[config.mk]
export PLATFORM = sky130hd
export DESIGN_NAME = double_colon_token_splitter
export DESIGN_NICKNAME = d
export VERILOG_FILES = /design/src/hw/rtl/dcts_pkg.sv /design/src/hw/rtl/dcts_front.sv /design/src/hw/rtl/dcts_queue.sv /design/src/hw/rtl/dcts_back.sv /design/src/hw/rtl/double_colon_token_splitter.sv
export SDC_FILE = /design/constraint.sdc
export NUM_CORES = 1
export LEC_CHECK = 0
export BUFFER_PORTS_ARGS = -buffer_cell sky130_fd_sc_hd__clkbuf_2
export CAP_MARGIN = 20
export CORE_MARGIN = 2
export CORE_UTILIZATION = 52
export DETAILED_ROUTE_END_ITERATION = 10
export HOLD_SLACK_MARGIN = 0.15
export PLACE_DENSITY = 0.71
export RECOVER_POWER = 50
export SYNTH_ARGS = -nofsm -noshare
export SYNTH_HDL_FRONTEND = slang
export SYNTH_SLANG_ARGS = --single-unit
export TNS_END_PERCENT = 100
[constraint.sdc]
create_clock -name clock -period 6.6 [get_ports clock]
set_input_delay 0 -clock clock [delete_from_list [all_inputs] [get_ports clock]]
set_output_delay 0 -clock clock [all_outputs]
set_load 0.05 [all_outputs]
[src/hw/rtl/dcts_pkg.sv]
`default_nettype none

package dcts_pkg;

   localparam int unsigned LEN_BITS   = 7;
   localparam int unsigned ADDR_BITS  = 6;
   localparam int unsigned INDEX_BITS = 4;
   localparam int unsigned COUNT_BITS = 5;

   localparam int unsigned QUEUE_DEPTH = 4;
   localparam int unsigned QUEUE_PTR_W = 2;
   localparam int unsigned QUEUE_CNT_W = 3;

   localparam logic [7:0] COLON_BYTE = 8'h3a;
   localparam logic [7:0] ZERO_BYTE  = 8'h00;

   localparam logic CMD_START = 1'b0;
   localparam logic CMD_BYTE  = 1'b1;

   localparam logic KIND_TX_BYTE = 1'b0;
   localparam logic KIND_SUMMARY = 1'b1;

   localparam logic STATUS_OK       = 1'b0;
   localparam logic STATUS_TOO_LONG = 1'b1;

   localparam logic [1:0] OP_WRITE   = 2'd0;
   localparam logic [1:0] OP_TOKEN   = 2'd1;
   localparam logic [1:0] OP_SUMMARY = 2'd2;

   typedef struct packed {
      logic        cmd;
      logic [15:0] message_length;
      logic [7:0]  data;
      logic        end_of_message;
   } req_type;

   typedef struct packed {
      logic                  kind;
      logic [7:0]            out_byte;
      logic [INDEX_BITS-1:0] tx_index;
      logic                  tx_last;
      logic                  status;
      logic [COUNT_BITS-1:0] tx_count;
      logic                  run_last;
   } rsp_type;

   typedef struct packed {
      logic [1:0]            opcode;
      logic [ADDR_BITS-1:0]  addr;
      logic [7:0]            value;
      logic [LEN_BITS-1:0]   length;
      logic [INDEX_BITS-1:0] index;
      logic                  status;
      logic [COUNT_BITS-1:0] count;
      logic                  run_last;
   } op_type;

endpackage

`default_nettype wire

[src/hw/rtl/dcts_front.sv]
`default_nettype none

module dcts_front #(
   parameter int unsigned TX_BYTES_MAX = 32,
   parameter int unsigned TXS_MAX      = 16,
   parameter int unsigned PAYLOAD_MAX  = 4096
) (
   input  wire logic             clock,
   input  wire logic             reset,
   input  wire logic             req_push,
   output logic                  req_full,
   input  wire dcts_pkg::req_type req_word,
   output logic                  op_push,
   input  wire logic             op_full,
   output dcts_pkg::op_type      op_word
);

   localparam int unsigned LEN_W  = $clog2(TX_BYTES_MAX + 2);
   localparam int unsigned CNT_W  = $clog2(TXS_MAX + 1);
   localparam int unsigned OPS_MAX = 4;

   localparam logic [LEN_W-1:0] TXB_L   = LEN_W'(TX_BYTES_MAX);
   localparam logic [LEN_W-1:0] TXB1_L  = LEN_W'(TX_BYTES_MAX + 1);
   localparam logic [LEN_W-1:0] ONE_L   = LEN_W'(1);
   localparam logic [CNT_W-1:0] TXS_L   = CNT_W'(TXS_MAX);
   localparam logic [CNT_W-1:0] ONE_C   = CNT_W'(1);
   localparam logic [15:0]      PMAX_L  = 16'(PAYLOAD_MAX);

   localparam logic [1:0] PH_IDLE   = 2'd0;
   localparam logic [1:0] PH_PARSE  = 2'd1;
   localparam logic [1:0] PH_DONE   = 2'd2;
   localparam logic [1:0] PH_IGNORE = 2'd3;

   function automatic dcts_pkg::op_type mk_write(logic [LEN_W-1:0] addr, logic [7:0] value);
      dcts_pkg::op_type o;
      o          = '0;
      o.opcode   = dcts_pkg::OP_WRITE;
      o.addr     = dcts_pkg::ADDR_BITS'(addr);
      o.value    = value;
      return o;
   endfunction

   function automatic dcts_pkg::op_type mk_token(logic [LEN_W-1:0] len, logic [CNT_W-1:0] idx,
                                                 logic rl);
      dcts_pkg::op_type o;
      o          = '0;
      o.opcode   = dcts_pkg::OP_TOKEN;
      o.length   = dcts_pkg::LEN_BITS'(len);
      o.index    = dcts_pkg::INDEX_BITS'(idx);
      o.run_last = rl;
      return o;
   endfunction

   function automatic dcts_pkg::op_type mk_summary(logic st, logic [CNT_W-1:0] cnt);
      dcts_pkg::op_type o;
      o          = '0;
      o.opcode   = dcts_pkg::OP_SUMMARY;
      o.status   = st;
      o.count    = dcts_pkg::COUNT_BITS'(cnt);
      o.run_last = 1'b1;
      return o;
   endfunction

   logic [LEN_W-1:0] tl_ff, tl_in;
   logic             ch_ff, ch_in;
   logic [CNT_W-1:0] ac_ff, ac_in;
   logic [1:0]       ph_ff, ph_in;

   dcts_pkg::op_type ops_ff [OPS_MAX];
   dcts_pkg::op_type ops_in [OPS_MAX];
   logic [2:0]       nops_ff, nops_in;
   logic [2:0]       pos_ff, pos_in;

   logic pending;
   logic accept;

   assign pending  = (pos_ff != nops_ff);
   assign req_full = pending;
   assign accept   = req_push && !req_full;
   assign op_push  = pending && !op_full;
   assign op_word  = ops_ff[pos_ff[1:0]];

   always_comb begin
      logic [LEN_W-1:0] l;
      logic             ch;
      logic [CNT_W-1:0] ac;
      logic [1:0]       ph;
      logic [2:0]       n;
      logic             is_zero;
      logic             is_colon;
      logic             pair;
      l        = tl_ff;
      ch       = ch_ff;
      ac       = ac_ff;
      ph       = ph_ff;
      n        = '0;
      is_zero  = (req_word.data == dcts_pkg::ZERO_BYTE);
      is_colon = (req_word.data == dcts_pkg::COLON_BYTE);
      pair     = 1'b0;
      for (int i = 0; i < OPS_MAX; i++) begin
         ops_in[i] = '0;
      end
      if (req_word.cmd == dcts_pkg::CMD_START) begin
         l  = '0;
         ch = 1'b0;
         ac = '0;
         if (req_word.message_length > PMAX_L) begin
            ops_in[n[1:0]] = mk_summary(dcts_pkg::STATUS_TOO_LONG, '0);
            n  = n + 3'd1;
            ph = PH_IGNORE;
         end else if (req_word.message_length == 16'd0) begin
            ops_in[n[1:0]] = mk_summary(dcts_pkg::STATUS_OK, '0);
            n  = n + 3'd1;
            ph = PH_IDLE;
         end else begin
            ph = PH_PARSE;
         end
      end else begin
         unique case (ph_ff)
            PH_PARSE: begin
               if (!is_zero && !is_colon) begin
                  if (ch) begin
                     if (l < TXB_L) begin
                        ops_in[n[1:0]] = mk_write(l, dcts_pkg::COLON_BYTE);
                        n = n + 3'd1;
                     end
                     if (l < TXB1_L) l = l + ONE_L;
                  end
                  ch = 1'b0;
                  if (l < TXB_L) begin
                     ops_in[n[1:0]] = mk_write(l, req_word.data);
                     n = n + 3'd1;
                  end
                  if (l < TXB1_L) l = l + ONE_L;
               end else if (is_colon) begin
                  pair = ch;
                  ch   = !ch;
               end
               if (is_zero || pair || req_word.end_of_message) begin
                  // a colon still held at the close belongs to the token
                  if (ch) begin
                     if (l < TXB_L) begin
                        ops_in[n[1:0]] = mk_write(l, dcts_pkg::COLON_BYTE);
                        n = n + 3'd1;
                     end
                     if (l < TXB1_L) l = l + ONE_L;
                  end
                  ch = 1'b0;
                  if (l >= ONE_L && l <= TXB_L && ac < TXS_L) begin
                     ops_in[n[1:0]] = mk_token(l, ac, !req_word.end_of_message);
                     n  = n + 3'd1;
                     ac = ac + ONE_C;
                     if (ac >= TXS_L) ph = PH_DONE;
                  end
                  l = '0;
               end
               if (is_zero) ph = PH_DONE;
               if (req_word.end_of_message) begin
                  ops_in[n[1:0]] = mk_summary(dcts_pkg::STATUS_OK, ac);
                  n  = n + 3'd1;
                  ph = PH_IDLE;
               end
            end
            PH_DONE: begin
               if (req_word.end_of_message) begin
                  ops_in[n[1:0]] = mk_summary(dcts_pkg::STATUS_OK, ac);
                  n  = n + 3'd1;
                  ph = PH_IDLE;
               end
            end
            PH_IGNORE: begin
               if (req_word.end_of_message) ph = PH_IDLE;
            end
            PH_IDLE: begin
               ph = PH_IDLE;
            end
            default: begin
               ph = PH_IDLE;
            end
         endcase
      end
      tl_in   = l;
      ch_in   = ch;
      ac_in   = ac;
      ph_in   = ph;
      nops_in = n;
      pos_in  = '0;
   end

   always_ff @(posedge clock) begin
      if (reset) begin
         tl_ff   <= '0;
         ch_ff   <= 1'b0;
         ac_ff   <= '0;
         ph_ff   <= PH_IDLE;
         nops_ff <= '0;
         pos_ff  <= '0;
      end else if (accept) begin
         tl_ff   <= tl_in;
         ch_ff   <= ch_in;
         ac_ff   <= ac_in;
         ph_ff   <= ph_in;
         nops_ff <= nops_in;
         pos_ff  <= pos_in;
      end else if (op_push) begin
         pos_ff  <= pos_ff + 3'd1;
      end
   end

   always_ff @(posedge clock) begin
      if (accept) begin
         for (int i = 0; i < OPS_MAX; i++) begin
            ops_ff[i] <= ops_in[i];
         end
      end
   end

endmodule

`default_nettype wire

[src/hw/rtl/dcts_queue.sv]
`default_nettype none

module dcts_queue (
   input  wire logic              clock,
   input  wire logic              reset,
   input  wire logic              push,
   output logic                   full,
   input  wire dcts_pkg::op_type  push_word,
   input  wire logic              pop,
   output logic                   empty,
   output dcts_pkg::op_type       pop_word
);

   dcts_pkg::op_type                    slot_ff [dcts_pkg::QUEUE_DEPTH];
   logic [dcts_pkg::QUEUE_PTR_W-1:0]    wp_ff, rp_ff;
   logic [dcts_pkg::QUEUE_CNT_W-1:0]    cnt_ff, cnt_in;
   logic                                do_push, do_pop;

   assign full     = (cnt_ff == dcts_pkg::QUEUE_CNT_W'(dcts_pkg::QUEUE_DEPTH));
   assign empty    = (cnt_ff == '0);
   assign do_push  = push && !full;
   assign do_pop   = pop && !empty;
   assign pop_word = slot_ff[rp_ff];

   always_comb begin
      cnt_in = cnt_ff;
      if (do_push && !do_pop) cnt_in = cnt_ff + 1'b1;
      if (do_pop && !do_push) cnt_in = cnt_ff - 1'b1;
   end

   always_ff @(posedge clock) begin
      if (reset) begin
         wp_ff  <= '0;
         rp_ff  <= '0;
         cnt_ff <= '0;
      end else begin
         if (do_push) wp_ff <= wp_ff + 1'b1;
         if (do_pop)  rp_ff <= rp_ff + 1'b1;
         cnt_ff <= cnt_in;
      end
   end

   always_ff @(posedge clock) begin
      if (do_push) slot_ff[wp_ff] <= push_word;
   end

endmodule

`default_nettype wire

[src/hw/rtl/dcts_back.sv]
`default_nettype none

module dcts_back #(
   parameter int unsigned TX_BYTES_MAX = 32
) (
   input  wire logic              clock,
   input  wire logic              reset,
   input  wire logic              op_empty,
   output logic                   op_pop,
   input  wire dcts_pkg::op_type  op_word,
   output logic                   rsp_empty,
   input  wire logic              rsp_pop,
   output dcts_pkg::rsp_type      rsp_word
);

   localparam int unsigned LEN_W  = $clog2(TX_BYTES_MAX + 2);
   localparam int unsigned ADDR_W = (TX_BYTES_MAX > 1) ? $clog2(TX_BYTES_MAX) : 1;
   localparam logic [LEN_W-1:0] ONE_L = LEN_W'(1);

   localparam logic ST_IDLE  = 1'b0;
   localparam logic ST_DRAIN = 1'b1;

   logic [7:0] mem [TX_BYTES_MAX];
   logic [7:0] rdata_ff;

   logic             st_ff, st_in;
   logic [LEN_W-1:0] idx_ff, idx_in;
   logic [LEN_W-1:0] len_ff, len_in;
   logic [dcts_pkg::INDEX_BITS-1:0] tix_ff, tix_in;
   logic             trl_ff, trl_in;

   logic             rdp_ff, rdp_in;
   logic             rlast_ff, rlast_in;
   logic             rrl_ff, rrl_in;
   logic [dcts_pkg::INDEX_BITS-1:0] rix_ff, rix_in;

   dcts_pkg::rsp_type ofifo_ff [2];
   logic [1:0]        ocnt_ff, ocnt_in;
   logic              owp_ff, orp_ff;
   logic              opush;
   dcts_pkg::rsp_type opush_word;
   logic              opop;
   logic              space;

   logic             mem_we;
   logic             mem_re;
   logic [ADDR_W-1:0] rd_addr;
   logic             is_last;

   assign rsp_empty = (ocnt_ff == 2'd0);
   assign rsp_word  = ofifo_ff[orp_ff];
   assign opop      = rsp_pop && !rsp_empty;
   assign space     = ((ocnt_ff + {1'b0, rdp_ff}) < 2'd2);
   assign rd_addr   = idx_ff[ADDR_W-1:0];
   assign is_last   = ((idx_ff + ONE_L) == len_ff);

   always_comb begin
      st_in      = st_ff;
      idx_in     = idx_ff;
      len_in     = len_ff;
      tix_in     = tix_ff;
      trl_in     = trl_ff;
      rdp_in     = 1'b0;
      rlast_in   = rlast_ff;
      rrl_in     = rrl_ff;
      rix_in     = rix_ff;
      op_pop     = 1'b0;
      mem_we     = 1'b0;
      mem_re     = 1'b0;
      opush      = 1'b0;
      opush_word = '0;
      if (rdp_ff) begin
         opush               = 1'b1;
         opush_word.kind     = dcts_pkg::KIND_TX_BYTE;
         opush_word.out_byte = rdata_ff;
         opush_word.tx_index = rix_ff;
         opush_word.tx_last  = rlast_ff;
         opush_word.run_last = rrl_ff;
      end
      unique case (st_ff)
         ST_IDLE: begin
            if (!op_empty) begin
               unique case (op_word.opcode)
                  dcts_pkg::OP_WRITE: begin
                     mem_we = 1'b1;
                     op_pop = 1'b1;
                  end
                  dcts_pkg::OP_TOKEN: begin
                     op_pop = 1'b1;
                     st_in  = ST_DRAIN;
                     idx_in = '0;
                     len_in = LEN_W'(op_word.length);
                     tix_in = op_word.index;
                     trl_in = op_word.run_last;
                  end
                  dcts_pkg::OP_SUMMARY: begin
                     if (!rdp_ff && space) begin
                        op_pop              = 1'b1;
                        opush               = 1'b1;
                        opush_word.kind     = dcts_pkg::KIND_SUMMARY;
                        opush_word.status   = op_word.status;
                        opush_word.tx_count = op_word.count;
                        opush_word.run_last = op_word.run_last;
                     end
                  end
                  default: begin
                     op_pop = 1'b1;
                  end
               endcase
            end
         end
         ST_DRAIN: begin
            if (space) begin
               mem_re   = 1'b1;
               rdp_in   = 1'b1;
               rlast_in = is_last;
               rrl_in   = is_last && trl_ff;
               rix_in   = tix_ff;
               idx_in   = idx_ff + ONE_L;
               if (is_last) st_in = ST_IDLE;
            end
         end
         default: begin
            st_in = ST_IDLE;
         end
      endcase
   end

   always_comb begin
      ocnt_in = ocnt_ff;
      if (opush && !opop) ocnt_in = ocnt_ff + 2'd1;
      if (opop && !opush) ocnt_in = ocnt_ff - 2'd1;
   end

   always_ff @(posedge clock) begin
      if (mem_we) mem[op_word.addr[ADDR_W-1:0]] <= op_word.value;
      if (mem_re) rdata_ff <= mem[rd_addr];
   end

   always_ff @(posedge clock) begin
      if (reset) begin
         st_ff   <= ST_IDLE;
         rdp_ff  <= 1'b0;
         ocnt_ff <= '0;
         owp_ff  <= 1'b0;
         orp_ff  <= 1'b0;
      end else begin
         st_ff   <= st_in;
         rdp_ff  <= rdp_in;
         ocnt_ff <= ocnt_in;
         if (opush) owp_ff <= !owp_ff;
         if (opop)  orp_ff <= !orp_ff;
      end
   end

   always_ff @(posedge clock) begin
      idx_ff   <= idx_in;
      len_ff   <= len_in;
      tix_ff   <= tix_in;
      trl_ff   <= trl_in;
      rlast_ff <= rlast_in;
      rrl_ff   <= rrl_in;
      rix_ff   <= rix_in;
      if (opush) ofifo_ff[owp_ff] <= opush_word;
   end

endmodule

`default_nettype wire

[src/hw/rtl/double_colon_token_splitter.sv]
// a start word's summary goes through the front op buffer, op queue and result buffer
// a popped token op's first byte passes the drain state, read register and result buffer
// the front takes a new word only once all ops of the last (up to 4) are in the op queue
// a closed token drains byte by byte, each read only while the result buffer has room
// reset: synchronous, active high; clears all control, queues and parse state
// the token buffer is not cleared; bytes of earlier tokens stay in it until overwritten
`default_nettype none

module double_colon_token_splitter #(
   parameter int unsigned TX_BYTES_MAX = 32,
   parameter int unsigned TXS_MAX      = 16,
   parameter int unsigned PAYLOAD_MAX  = 4096
) (
   input  wire logic              clock,
   input  wire logic              reset,
   input  wire logic              req_push,
   output logic                   req_full,
   input  wire dcts_pkg::req_type req_word,
   output logic                   rsp_empty,
   input  wire logic              rsp_pop,
   output dcts_pkg::rsp_type      rsp_word
);

   logic             fq_push, fq_full, fq_pop, fq_empty;
   dcts_pkg::op_type fq_in_word, fq_out_word;

   dcts_front #(
      .TX_BYTES_MAX (TX_BYTES_MAX),
      .TXS_MAX      (TXS_MAX),
      .PAYLOAD_MAX  (PAYLOAD_MAX)
   ) u_front (
      .clock    (clock),
      .reset    (reset),
      .req_push (req_push),
      .req_full (req_full),
      .req_word (req_word),
      .op_push  (fq_push),
      .op_full  (fq_full),
      .op_word  (fq_in_word)
   );

   dcts_queue u_queue (
      .clock     (clock),
      .reset     (reset),
      .push      (fq_push),
      .full      (fq_full),
      .push_word (fq_in_word),
      .pop       (fq_pop),
      .empty     (fq_empty),
      .pop_word  (fq_out_word)
   );

   dcts_back #(
      .TX_BYTES_MAX (TX_BYTES_MAX)
   ) u_back (
      .clock     (clock),
      .reset     (reset),
      .op_empty  (fq_empty),
      .op_pop    (fq_pop),
      .op_word   (fq_out_word),
      .rsp_empty (rsp_empty),
      .rsp_pop   (rsp_pop),
      .rsp_word  (rsp_word)
   );

endmodule

`default_nettype wire

== After elaboration in Yosys (flattened, before gate mapping) ==
Memories as Yosys holds them, arrays and structs flattened. A register that Yosys moved wholly into a read port is not among the register bits.
Index checks and enable logic that the tools add are counted.
Word-level totals
  register bits after elaboration: 56
  memory bits (writable): 570
  bits of input ports: 30
  output and inout port bits: 23
  word-level logic and storage cells: 292
  memories kept: 4
Cells by class
  $add $sub $neg: 17
  order comparisons: 20
  equality and inequality tests: 17
  mux-type cells: 157
  bitwise gates (word level): 6
  reductions and logical operators: 50
Memory list
  u_back.mem: words 32, width 8, read ports 1, clocked after Yosys merged registers in 1, write ports 1, line dcts_back.sv:23  | logic [7:0] mem [TX_BYTES_MAX];
  u_front.ops_ff: words 4, width 34, read ports 1, clocked after Yosys merged registers in 1, write ports 4, line dcts_front.sv:69  | dcts_pkg::op_type ops_ff [OPS_MAX];
  u_queue.slot_ff: words 4, width 34, read ports 1, clocked after Yosys merged registers in 1, write ports 1, line dcts_queue.sv:14  | dcts_pkg::op_type slot_ff [dcts_pkg::QUEUE_DEPTH];
  u_back.ofifo_ff: words 2, width 21, read ports 1, clocked after Yosys merged registers in 1, write ports 1, line dcts_back.sv:37  | dcts_pkg::rsp_type ofifo_ff [2];
Operator list (number)
  two-way mux 136 bit: 14
  bitwise mux 136 bit: 4
  two-way mux 34 bit: 12
  demux 34 bit (select 2 bit): 4
  two-way mux 102 bit: 2
  two-way mux 6 bit: 20
  one-hot mux 34 bit (2 select lines): 1
  two-way mux 3 bit: 22
  two-way mux 1 bit: 48
  < comparator 6 bit, second input constant: 6
  two-way mux 32 bit: 1
  two-way mux 5 bit: 6
  two-way mux 2 bit: 14
  two-way mux 7 bit: 4
  adder 6 x 1 -> 6 bit, second input constant: 4
  adder 3 x 1 -> 3 bit, second input constant: 6
  logical AND 1 bit: 18
  > comparator 16 x 13 -> 1 bit, second input constant: 1
  zero test 16 bit: 1
  zero test 1 bit: 15
  != test 5 x 3 -> 1 bit, second input constant: 3
  two-way mux 13 bit: 1
  >= comparator 3 bit, second input constant: 4
  < comparator 3 x 1 -> 1 bit, second input constant: 4
  34 further kinds: 52

== Logic depth before layout (Yosys ltp) ==
Gate-level depths: netlist (run 1).
  depth in word-level cells: 33
  gate-level depth with buffers: 30
  depth with buffers taken out: 29

== By module ==
From an unflattened synthesis (run 1), not the netlist that was laid out.
Unflattened totals
  cells, all modules: 1498
  area total of the unflattened synthesis: 26076.3 um^2
By module, submodules not included
  dcts_back: instances 1, cells each 602, area each 13151.4 um^2, sequential area each 10019.6 um^2
  dcts_front: instances 1, cells each 664, area each 7482.2 um^2, sequential area each 3893.7 um^2
  dcts_queue: instances 1, cells each 232, area each 5442.7 um^2, sequential area each 4264.1 um^2

== Worst setup path after synthesis (run 1) ==
No wires, ideal clock.
  path type: reg2reg
  start point: register u_front.tl_ff[1]
  end point: memory u_front.ops_ff[0][30] (netlist bit) (data pin)
  data arrival time: 6753 ps
  slack: -286 ps
  stages on the path, launching flop included: 30
  buffers on the path: 2
  period minus slack after synthesis: 6886 ps
  cells stage by stage: dfxtp_1 buf_2 inv_1 ha_1 or4b_2 a21boi_2 mux2_2 inv_1 ha_1 inv_1 a2111oi_2 o22ai_1 and4_1 a311o_1 inv_1 ha_1 nand2_1 nor4_1 a21oi_1 or3_4 a211oi_4 mux2i_4 mux2_4 o21ai_0 inv_1 ha_1 a21oi_1 a21boi_1 clkbuf_1 and3_1
RTL lines
  start: declaration: line dcts_front.sv:64  | logic [LEN_W-1:0] tl_ff, tl_in;
  start signal: assignment: line dcts_front.sv:199  | tl_ff <= tl_in;
  end: declaration: line dcts_front.sv:69

==> results of run 1 <==
-- worst paths after layout --
path                                               startpoint                                  to  slack (ns)  depth (start not counted)
worst max-delay path            u_front.tl_ff[1]$_SDFFE_PP0P_  u_front.ops_ff[0][1]$_SDFFCE_PN0P_        0.29                         29
worst min-delay path                             req_word[16]     u_front.nops_ff[0]$_SDFFE_PP0P_        0.22                          7
worst max register to register  u_front.tl_ff[1]$_SDFFE_PP0P_  u_front.ops_ff[0][1]$_SDFFCE_PN0P_        0.29                         29
worst min register to register     u_back.tix_ff[0]$_DFFE_PP_          u_back.rix_ff[0]$_DFFE_PP_        0.44                          0
-- worst reg2reg max path: cells and delay by family (launching register included) --
| kind | cells | cell delay [ns] |
|---|---|---|
| compound gates | 8 | 1.64 |
| flops | 1 | 0.32 |
| fa+ha+maj | 4 | 0.72 |
| mux | 3 | 0.97 |
| simple gates | 10 | 2.08 |
| buf+inv | 4 | 0.34 |
-- layout make-up --
type	instances	area [um2]	area share, %
clock buffer	69	1490	5.22
timing repair buffer	110	731	2.56
multi-input combinational	770	7250	25.4
clock inverter	34	320	1.12
tap	622	778	2.72
sequential	606	17800	62.4
inverter	47	178	0.622
-- report_power, final --
part,switching (uW),internal (uW)
Sequential,198,5260
Combinational,1830,1120
Clock,1350,1840
Total,3380,8210
-- metrics by stage --
step / area, um2 / TNS (ns)
floorplan: 25500 / 0
detailed placement: 26500 / -0.412
global placement: 26500 / 0
CTS: 28500 / 0
global route: 28600 / -0.00366
finish: 28600 / 0
-- what timing repair did --
| item | CTS | global route |
|---|---|---|
| pin swaps | 0 | 8 |
| setup buffers | 0 | 6 |
| hold buffers | 19 | 0 |
| gates resized for setup | 3 | 14 |
| gates cloned | 0 | 0 |
| endpoints found under the setup margin | 12 | 77 |
| endpoints found under the hold margin | 76 | 0 |
-- layer usage --
layer  GRT usage (%)  routed length [um]  up-vias
met5               0                   0        -
met1            26.9               20800     6783
li1                -                   -     6042
met3            2.45                2090       75
met4            6.67                1250        0
met2            34.0               25000      322
-- registers in the layout, summed over array words and instances (netlist names), 2 cells and up, named ones only --
signal and cells:
u_front.nops_ff 3, u_back.rdata_ff 8, u_queue.cnt_ff 3, u_back.tix_ff 4
u_front.ac_ff 5, u_front.tl_ff 6, u_back.mem 256, u_back.rix_ff 4
u_front.pos_ff 3, u_back.len_ff 6, u_queue.slot_ff 128, u_front.ph_ff 2
u_queue.rp_ff 2, u_back.ocnt_ff 2, u_back.ofifo_ff 42, u_front.ops_ff 111
u_queue.wp_ff 2, u_back.idx_ff 6
-- placed cells by master (no fill, tap or decap), types with 24 or more instances in the layout --
| cell | instances |
|---|---|
| edfxtp_1 | 568 |
| nand2_1 | 53 |
| clkbuf_2 | 28 |
| ha_1 | 31 |
| mux2_2 | 32 |
| nor3_1 | 26 |
| o21ai_0 | 26 |
| dfxtp_1 | 37 |
| mux4_2 | 134 |
| a21oi_1 | 30 |
| nand3_1 | 24 |
| clkbuf_16 | 58 |
| buf_4 | 28 |
| inv_1 | 39 |
| clkbuf_1 | 43 |
| nor2_1 | 142 |
-- kinds of logic after synthesis --
family / Yosys count / synth area share (%)
fa+ha+maj: 34 / 1.70
simple gates: 379 / 7.43
xor+xnor: 38 / 1.34
mux: 185 / 14.1
compound gates: 134 / 3.59
buf+inv: 119 / 1.82
flops: 606 / 70.0
==> impl_metrics.json, run 1 <==
{
  "max-slew-margin-rel_pct": -183,
  "clock.fmax_ghz": 0.159,
  "p_leak_uw": 0.00927,
  "final_nets": 1656,
  "synth_ff_type": "edfxtp_1",
  "insertion_delay_ns": 0.61,
  "crit_buf_inv": 4,
  "slowest_stage": "or4b_4",
  "cts_made_buffers": 57,
  "antenna_cells": 0,
  "critPathMaxStageDelay_ns": 0.48,
  "cts_sinks": 606,
  "async_flop_share_pct": 0,
  "hp-class": "in2reg",
  "ant_nets": 0,
  "critical_path_class": "reg2reg",
  "start_util_pct": 52.3,
  "worst_ep_required_time_ns": 6.97,
  "port_buffers": 52,
  "endpoint_kind": "register",
  "grt_util_all_layers_pct": 20.0,
  "dpl.hpwl_mm": 31.5,
  "synth_nets": 1559,
  "slew_viol_final": 267,
  "globalplace.congestion": 0.879,
  "core_area_um2": 48600,
  "cts_tree": "done",
  "area_delta_synth_final_pct": 12.3,
  "period_minus_slack_ns": 6.31,
  "yosysTopAreaCellShare_pct": 67.0,
  "fill_cells": 3668,
  "via_per_inst": 5.86,
  "netlist-cell-type-count": 78,
  "status": "finished, violations left",
  "power_density_nw_per_um2": 406,
  "fin_ws_ns": 0.293,
  "maxCapViolCount": 7,
  "skew_ns": 0.0228,
  "cts-root-buf": "clkbuf_16",
  "crit_family": "simple AND/OR/NAND/NOR gates",
  "power.total_uw": 11600,
  "rows": 81,
  "period_share_pct": 95.6,
  "grt_max_degree": 95,
  "grt_pass1_vias": 13678,
  "synthCells": 1495,
  "overflow": 0,
  "die_area_um2": 50700,
  "fin_cells": 2258,
  "yosys.area.top_type": "edfxtp_1",
  "clk_pin_slew_worst_paths_ns": 0.06,
  "setup_viol": 0,
  "netlist_top_cells_area": "edfxtp_1, mux4_2, dfxtp_1",
  "startpoint_type": "register",
  "irDropWorstVdd_v": 0.000209,
  "ios": 53,
  "synth_edf_count": 568,
  "dp.cells": 2127,
  "htreeDepth": 2,
  "synth_seq_area_share_pct": 70.0,
  "yosysMostFrequentCell": "edfxtp_1",
  "grt_pass1_wl_mm": 77.3,
  "drive_above_1_share_pct": 21.3,
  "syn-cell-area_um2": 25400,
  "holdWs_ns": 0.224,
  "final_core_util_pct": 58.7,
  "synth_commonest_cells": "edfxtp_1, nor2_1, mux4_2, nand2_1, clkbuf_1",
  "worst_slew_pin_slew_ns": 4.25,
  "yosysWarnings": 0,
  "synth.avg_cell_area_um2": 17.0,
  "first_pass_iters": 5,
  "antenna_found_initial": 0,
  "drt_iter0_drc": 1115,
  "hold_violations": 0,
  "die_w_um": 225,
  "vias": 13222,
  "worstPathMaxFanout": 5,
  "drt-total-wl_mm": 49.1,
  "dp_slack_ns": -0.0905,
  "synth-seq-cells": 606,
  "drc": 0,
  "violations": "capacitance limit, slew limit",
  "cts_buffer_depth": 3,
  "cp.arrival_ns": 6.67,
  "wl_per_cell_um": 21.8,
  "die_y_um": 225
}
Note: power is estimated with default switching activity, not from simulation.
==> inputs of run 2 (changes only) <==
PLACE_DENSITY = default   (was 0.71)
PLACE_DENSITY_LB_ADDON = 0.25   (was default)
==> run 2 against run 1 <==
  * The flow still finishes with violations (capacitance limit, slew limit)
  * Worst setup slack got worse by 0.056 ns
  * Via count increased by 0.23%
  * Total power decreased by 0.58%
  * Final cell count increased by 0.22%
  * Clock power decreased by 1%
  * First-iteration DRC count decreased by 4.2%
  * Sequential share of layout area about the same
==> impl_metrics.json, run 2 (same netlist as run 1, synthesis figures left out) <==
{
  "maxCapViolCount": 7,
  "ant_nets": 0,
  "hold_violations": 0,
  "cts_made_buffers": 59,
  "antenna_found_initial": 0,
  "htreeDepth": 2,
  "grt_pass1_vias": 13481,
  "p_leak_uw": 0.00927,
  "slowest_stage": "dlygate4sd3_1",
  "power_density_nw_per_um2": 403,
  "r2r-end": "u_front.ph_ff[0]$_SDFFE_PP0P_",
  "max-slew-margin-rel_pct": -169,
  "ios": 53,
  "area_delta_synth_final_pct": 12.3,
  "grt_util_all_layers_pct": 19.9,
  "via_per_inst": 5.86,
  "rr_startpoint": "u_front.tl_ff[1]$_SDFFE_PP0P_",
  "final_core_util_pct": 58.7,
  "vias": 13252,
  "layout_common_cells": "edfxtp_1, nor2_1, mux4_2, clkbuf_16, nand2_1",
  "wl_per_cell_um": 21.8,
  "hold_end": "u_front.nops_ff[0]$_SDFFE_PP0P_",
  "insertion_delay_ns": 0.62,
  "ff2ff_path_depth": 26,
  "grtUsageMet2_pct": 33.4,
  "period_share_pct": 96.4,
  "cts-root-buf": "clkbuf_16",
  "slew_viol_final": 267,
  "first_pass_iters": 5,
  "rows": 81,
  "worstPathMaxFanout": 5,
  "grt_max_degree": 87,
  "hold_start": "req_word[15]",
  "whs_path_depth": 7,
  "largest_reg_flops": 256,
  "dpl.hpwl_mm": 31.6,
  "clock.fmax_ghz": 0.157,
  "dp.cells": 2127,
  "endpoint_kind": "register",
  "drc": 0,
  "r2r_slack_ns": 0.24,
  "critical_path_class": "reg2reg",
  "fin_cells": 2263,
  "clk_pin_slew_worst_paths_ns": 0.06,
  "overflow": 0,
  "cts_tree": "done",
  "worst_ep_required_time_ns": 7.15,
  "cts_buffer_depth": 3,
  "stdcell_area_um2": 28600,
  "hp-class": "in2reg",
  "globalplace.congestion": 0.892,
  "period_minus_slack_ns": 6.36,
  "violations": "capacitance limit, slew limit",
  "die_area_um2": 50700,
  "final_common_cell": "edfxtp_1",
  "use_met1_pct": 26.8,
  "antenna_cells": 0,
  "setup_viol": 0,
  "drt-total-wl_mm": 49.3,
  "met3_usage_pct": 2.67,
  "cp.arrival_ns": 6.91,
  "critPathMaxStageDelay_ns": 0.57,
  "drive_above_1_share_pct": 21.0,
  "die_y_um": 225,
  "core_area_um2": 48600,
  "startpoint_type": "register",
  "worst_slew_pin_slew_ns": 4.03,
  "port_buffers": 52,
  "die_w_um": 225,
  "drt_iter0_drc": 1068,
  "busiest_layer": "met2",
  "start_util_pct": 52.3,
  "grt_pass1_wl_mm": 77.1,
  "postPlaceCellArea_um2": 26500,
  "cts_sinks": 606,
  "final_nets": 1659,
  "skew_ns": 0.0275,
  "crit_start": "u_front.tl_ff[1]$_SDFFE_PP0P_",
  "status": "finished, violations left",
  "irDropWorstVdd_v": 0.000238
}
==> run 2: cell types whose count changed in the layout (fill, tap and decap cells not counted), moves of 3 or more <==
cell,before,now
bufinv_16,6,3
clkbuf_1,43,52
clkinv_1,15,12
clkinv_2,11,8
==> run 2: per-layer routing <==
layer / part of all wire, % / up-vias
li1: - / 6047
met1: 43 / 6787
met2: 50 / 337
met3: 4.6 / 81
met4: 3.0 / 0
met5: 0 / -
==> run 2: what timing repair did <==
action | 4_1_cts | 5_1_grt
hold buffers | 20 | 0
buffers inserted | 0 | 7
endpoints found under the setup margin | 0 | 74
endpoints found under the hold margin | 87 | 0
gates resized for setup | 0 | 13
==> run 2: per-stage QoR <==
| stage | setup TNS [ns] | worst slack [ns] | power [uW] | hold WS (ns) |
|---|---|---|---|---|
| 2_1_floorplan | 0 | 0.115 | 7560 | 0.183 |
| 3_3_place_gp | 0 | 0.239 | 8350 | 0.341 |
| 3_5_place_dp | 0 | 0.0815 | 8440 | 0.339 |
| 4_1_cts | 0 | 0.0220 | 11600 | 0.185 |
| 5_1_grt | -0.662 | -0.129 | 12000 | 0.256 |
| 6_report | 0 | 0.237 | 11500 | 0.233 |
==> run 2: final cells by class <==
class / instances / area [um2]
Clock buffer: 81 / 1570
Fill cell: 3650 / 20100
Clock inverter: 26 / 234
Sequential cell: 606 / 17800
Multi-Input combinational cell: 770 / 7250
Inverter: 47 / 178
Tap cell: 622 / 778
Timing Repair Buffer: 111 / 749
==> run 2: worst max-delay path, delay by kind of cell, from the launching register on <==
kind	cells	cell delay, ns
AO/OA/AOI/OAI	6	1.28
AND/OR/NAND/NOR	10	2.27
flip-flops	1	0.33
multiplexers	1	0.35
buffers and inverters	6	1.57
adder cells (fa/ha/maj)	3	0.50
==> run 2: how the worst max path moves through the flow <==
| stage | endpoint | slack, ns | depth (start not counted) |
|---|---|---|---|
| after floorplan | u_front.ops_ff[0][1]$_SDFFCE_PN0P_ | 0.11 | 30 |
| after global placement | u_front.ops_ff[0][1]$_SDFFCE_PN0P_ | 0.24 | 29 |
| after detailed placement | u_front.ops_ff[0][1]$_SDFFCE_PN0P_ | 0.08 | 29 |
| after CTS | u_front.ph_ff[0]$_SDFFE_PP0P_ | 0.02 | 26 |
| after global routing | u_front.ops_ff[0][1]$_SDFFCE_PN0P_ | -0.13 | 29 |
| final | u_front.ph_ff[0]$_SDFFE_PP0P_ | 0.24 | 26 |
==> run 2: report_power, final <==
group	total, uW	switching [uW]	internal [uW]
clock	3140	1360	1780
combinational	2920	1810	1110
sequential	5460	200	5260
total	11500	3370	8150
==> inputs of run 3 (changes only) <==
clock period = 6 ns   (was 6.6 ns; I/O delays follow)
==> run 3 against run 2 <==
  * The run still ends with capacitance limit, slew limit left
  * Worst hold slack improved by 0.011 ns
  * First-iteration DRC count is 1.8% lower
  * Fmax grew 9.1%
  * Count of clock-buffer cells in the layout is 5 lower
  * Critical path type unchanged
==> impl_metrics.json, run 3 (same netlist as run 1, synthesis figures left out) <==
{
  "drive_above_1_share_pct": 22.8,
  "final_nets": 1668,
  "hp-class": "in2reg",
  "busiest_layer": "met2",
  "cts_made_buffers": 58,
  "slew_viol_final": 232,
  "swShare_pct": 29.0,
  "pwr-share-clk_pct": 28.7,
  "dpl.hpwl_mm": 32.0,
  "wl_per_cell_um": 21.9,
  "power_density_nw_per_um2": 449,
  "p_leak_uw": 0.00940,
  "area_delta_synth_final_pct": 13.6,
  "critPathMaxStageDelay_ns": 0.48,
  "startpoint_type": "register",
  "worst_ep_required_time_ns": 6.36,
  "largest_reg_flops": 256,
  "use_met1_pct": 27.3,
  "clock.fmax_ghz": 0.171,
  "status": "finished, violations left",
  "tns_ns": 0,
  "worstPathMaxFanout": 5,
  "drc": 0,
  "start_util_pct": 52.3,
  "cts_buffer_depth": 3,
  "period_minus_slack_ns": 5.83,
  "overflow": 0,
  "rows": 81,
  "grt_util_all_layers_pct": 20.1,
  "pwr-share-seq_pct": 46.4,
  "insertion_delay_ns": 0.62,
  "ff2ff_path_depth": 29,
  "ios": 53,
  "antenna_found_initial": 0,
  "cts-root-buf": "clkbuf_16",
  "via_per_inst": 5.79,
  "antenna_cells": 0,
  "die_y_um": 225,
  "whs_path_depth": 7,
  "ant_nets": 0,
  "clk_pin_slew_worst_paths_ns": 0.06,
  "layout_common_cells": "edfxtp_1, nor2_1, mux4_2, clkbuf_16, nand2_1",
  "comb_power_share_pct": 24.9,
  "drt_iter0_drc": 1049,
  "max-slew-margin-rel_pct": -183,
  "grt_pass1_vias": 13421,
  "skew_ns": 0.0246,
  "cts_sinks": 606,
  "vias": 13161,
  "setup_viol": 0,
  "grt_pass1_wl_mm": 77.4,
  "grtUsageMet2_pct": 33.6,
  "slowest_stage": "or4b_4",
  "htreeDepth": 2,
  "violations": "capacitance limit, slew limit",
  "cts_tree": "done",
  "holdWs_ns": 0.244,
  "worst_slew_pin_slew_ns": 4.24,
  "drt-total-wl_mm": 49.8,
  "die_area_um2": 50700,
  "port_buffers": 52,
  "cp.arrival_ns": 6.19,
  "die_w_um": 225,
  "rsz0062_at_grt": "true",
  "critical_path_class": "reg2reg",
  "first_pass_iters": 5,
  "grt_max_degree": 87,
  "p_switching_uw": 3760,
  "met3_usage_pct": 3.34,
  "period_share_pct": 97.2,
  "endpoint_kind": "register",
  "hold_violations": 0,
  "final_common_cell": "edfxtp_1",
  "fill_cells": 3661,
  "irDropWorstVdd_v": 0.000252,
  "maxCapViolCount": 6,
  "core_area_um2": 48600,
  "globalplace.congestion": 0.902,
  "internal_power_uw": 9200
}
-- run 3: area by class of cell --
type	count	area [um2]	share of cell area, %
Timing Repair Buffer	121	810	2.80
Sequential cell	606	17800	61.7
Clock inverter	32	369	1.28
Inverter	47	183	0.632
Multi-Input combinational cell	770	7360	25.5
Clock buffer	76	1580	5.47
Tap cell	622	778	2.69
-- run 3: worst paths after layout --
path	from	endpoint	slack [ns]
max	u_front.tl_ff[1]$_SDFFE_PP0P_	u_front.ops_ff[0][1]$_SDFFCE_PN0P_	0.17
max reg2reg	u_front.tl_ff[1]$_SDFFE_PP0P_	u_front.ops_ff[0][1]$_SDFFCE_PN0P_	0.17
min reg2reg	u_back.tix_ff[2]$_DFFE_PP_	u_back.rix_ff[2]$_DFFE_PP_	0.43
min	req_word[15]	u_front.ops_ff[0][33]$_DFFE_PP_	0.24
-- run 3: timing repair --
item                       in CTS  in global routing
hold buffers                   19                  0
resized for setup               1                 16
setup buffers                   2                  7
hold endpoints to repair       80                  0
pin swaps                       5                  9
setup endpoints to repair      17                 78
-- run 3: power by group through the flow --
| stage | combinational [uW] | clock [uW] | sequential, uW |
|---|---|---|---|
| floorplan | 2340 | 0 | 5980 |
| global placement | 3130 | 0 | 6070 |
| detailed placement | 3220 | 0 | 6100 |
| CTS | 3240 | 3790 | 6020 |
| global route | 3490 | 3950 | 6080 |
| finish | 3220 | 3720 | 6020 |
-- run 3: stage by stage --
stage | power [uW] | util [%] | setup WS [ns] | instances | cell area, um2
final | 13000 | 59.4 | 0.168 | 2274 | 28900
after global routing | 13500 | 59.4 | -0.0497 | 2274 | 28900
after CTS | 13000 | 59.2 | 0.0678 | 2266 | 28800
after detailed placement | 9320 | 54.8 | -0.0773 | 2137 | 26600
after global placement | 9200 | 54.7 | 0.0749 | 2136 | 26600
after floorplan | 8320 | - | -0.225 | 1495 | 25600
-- run 3: routing by layer --
layer  share of wire, %  vias up
met3                4.5       70
met2                 50      304
met4                2.1        0
met1                 43     6708
met5                  0        -
li1                   -     6079
-- run 3: worst max-delay path, delay by kind of cell, from the launching register on --
family,cells,cell delay [ns]
buffers and inverters,5,0.33
flip-flops,1,0.33
AO/OA/AOI/OAI,9,1.75
adder cells (fa/ha/maj),4,0.55
multiplexers,3,0.96
AND/OR/NAND/NOR,8,1.62
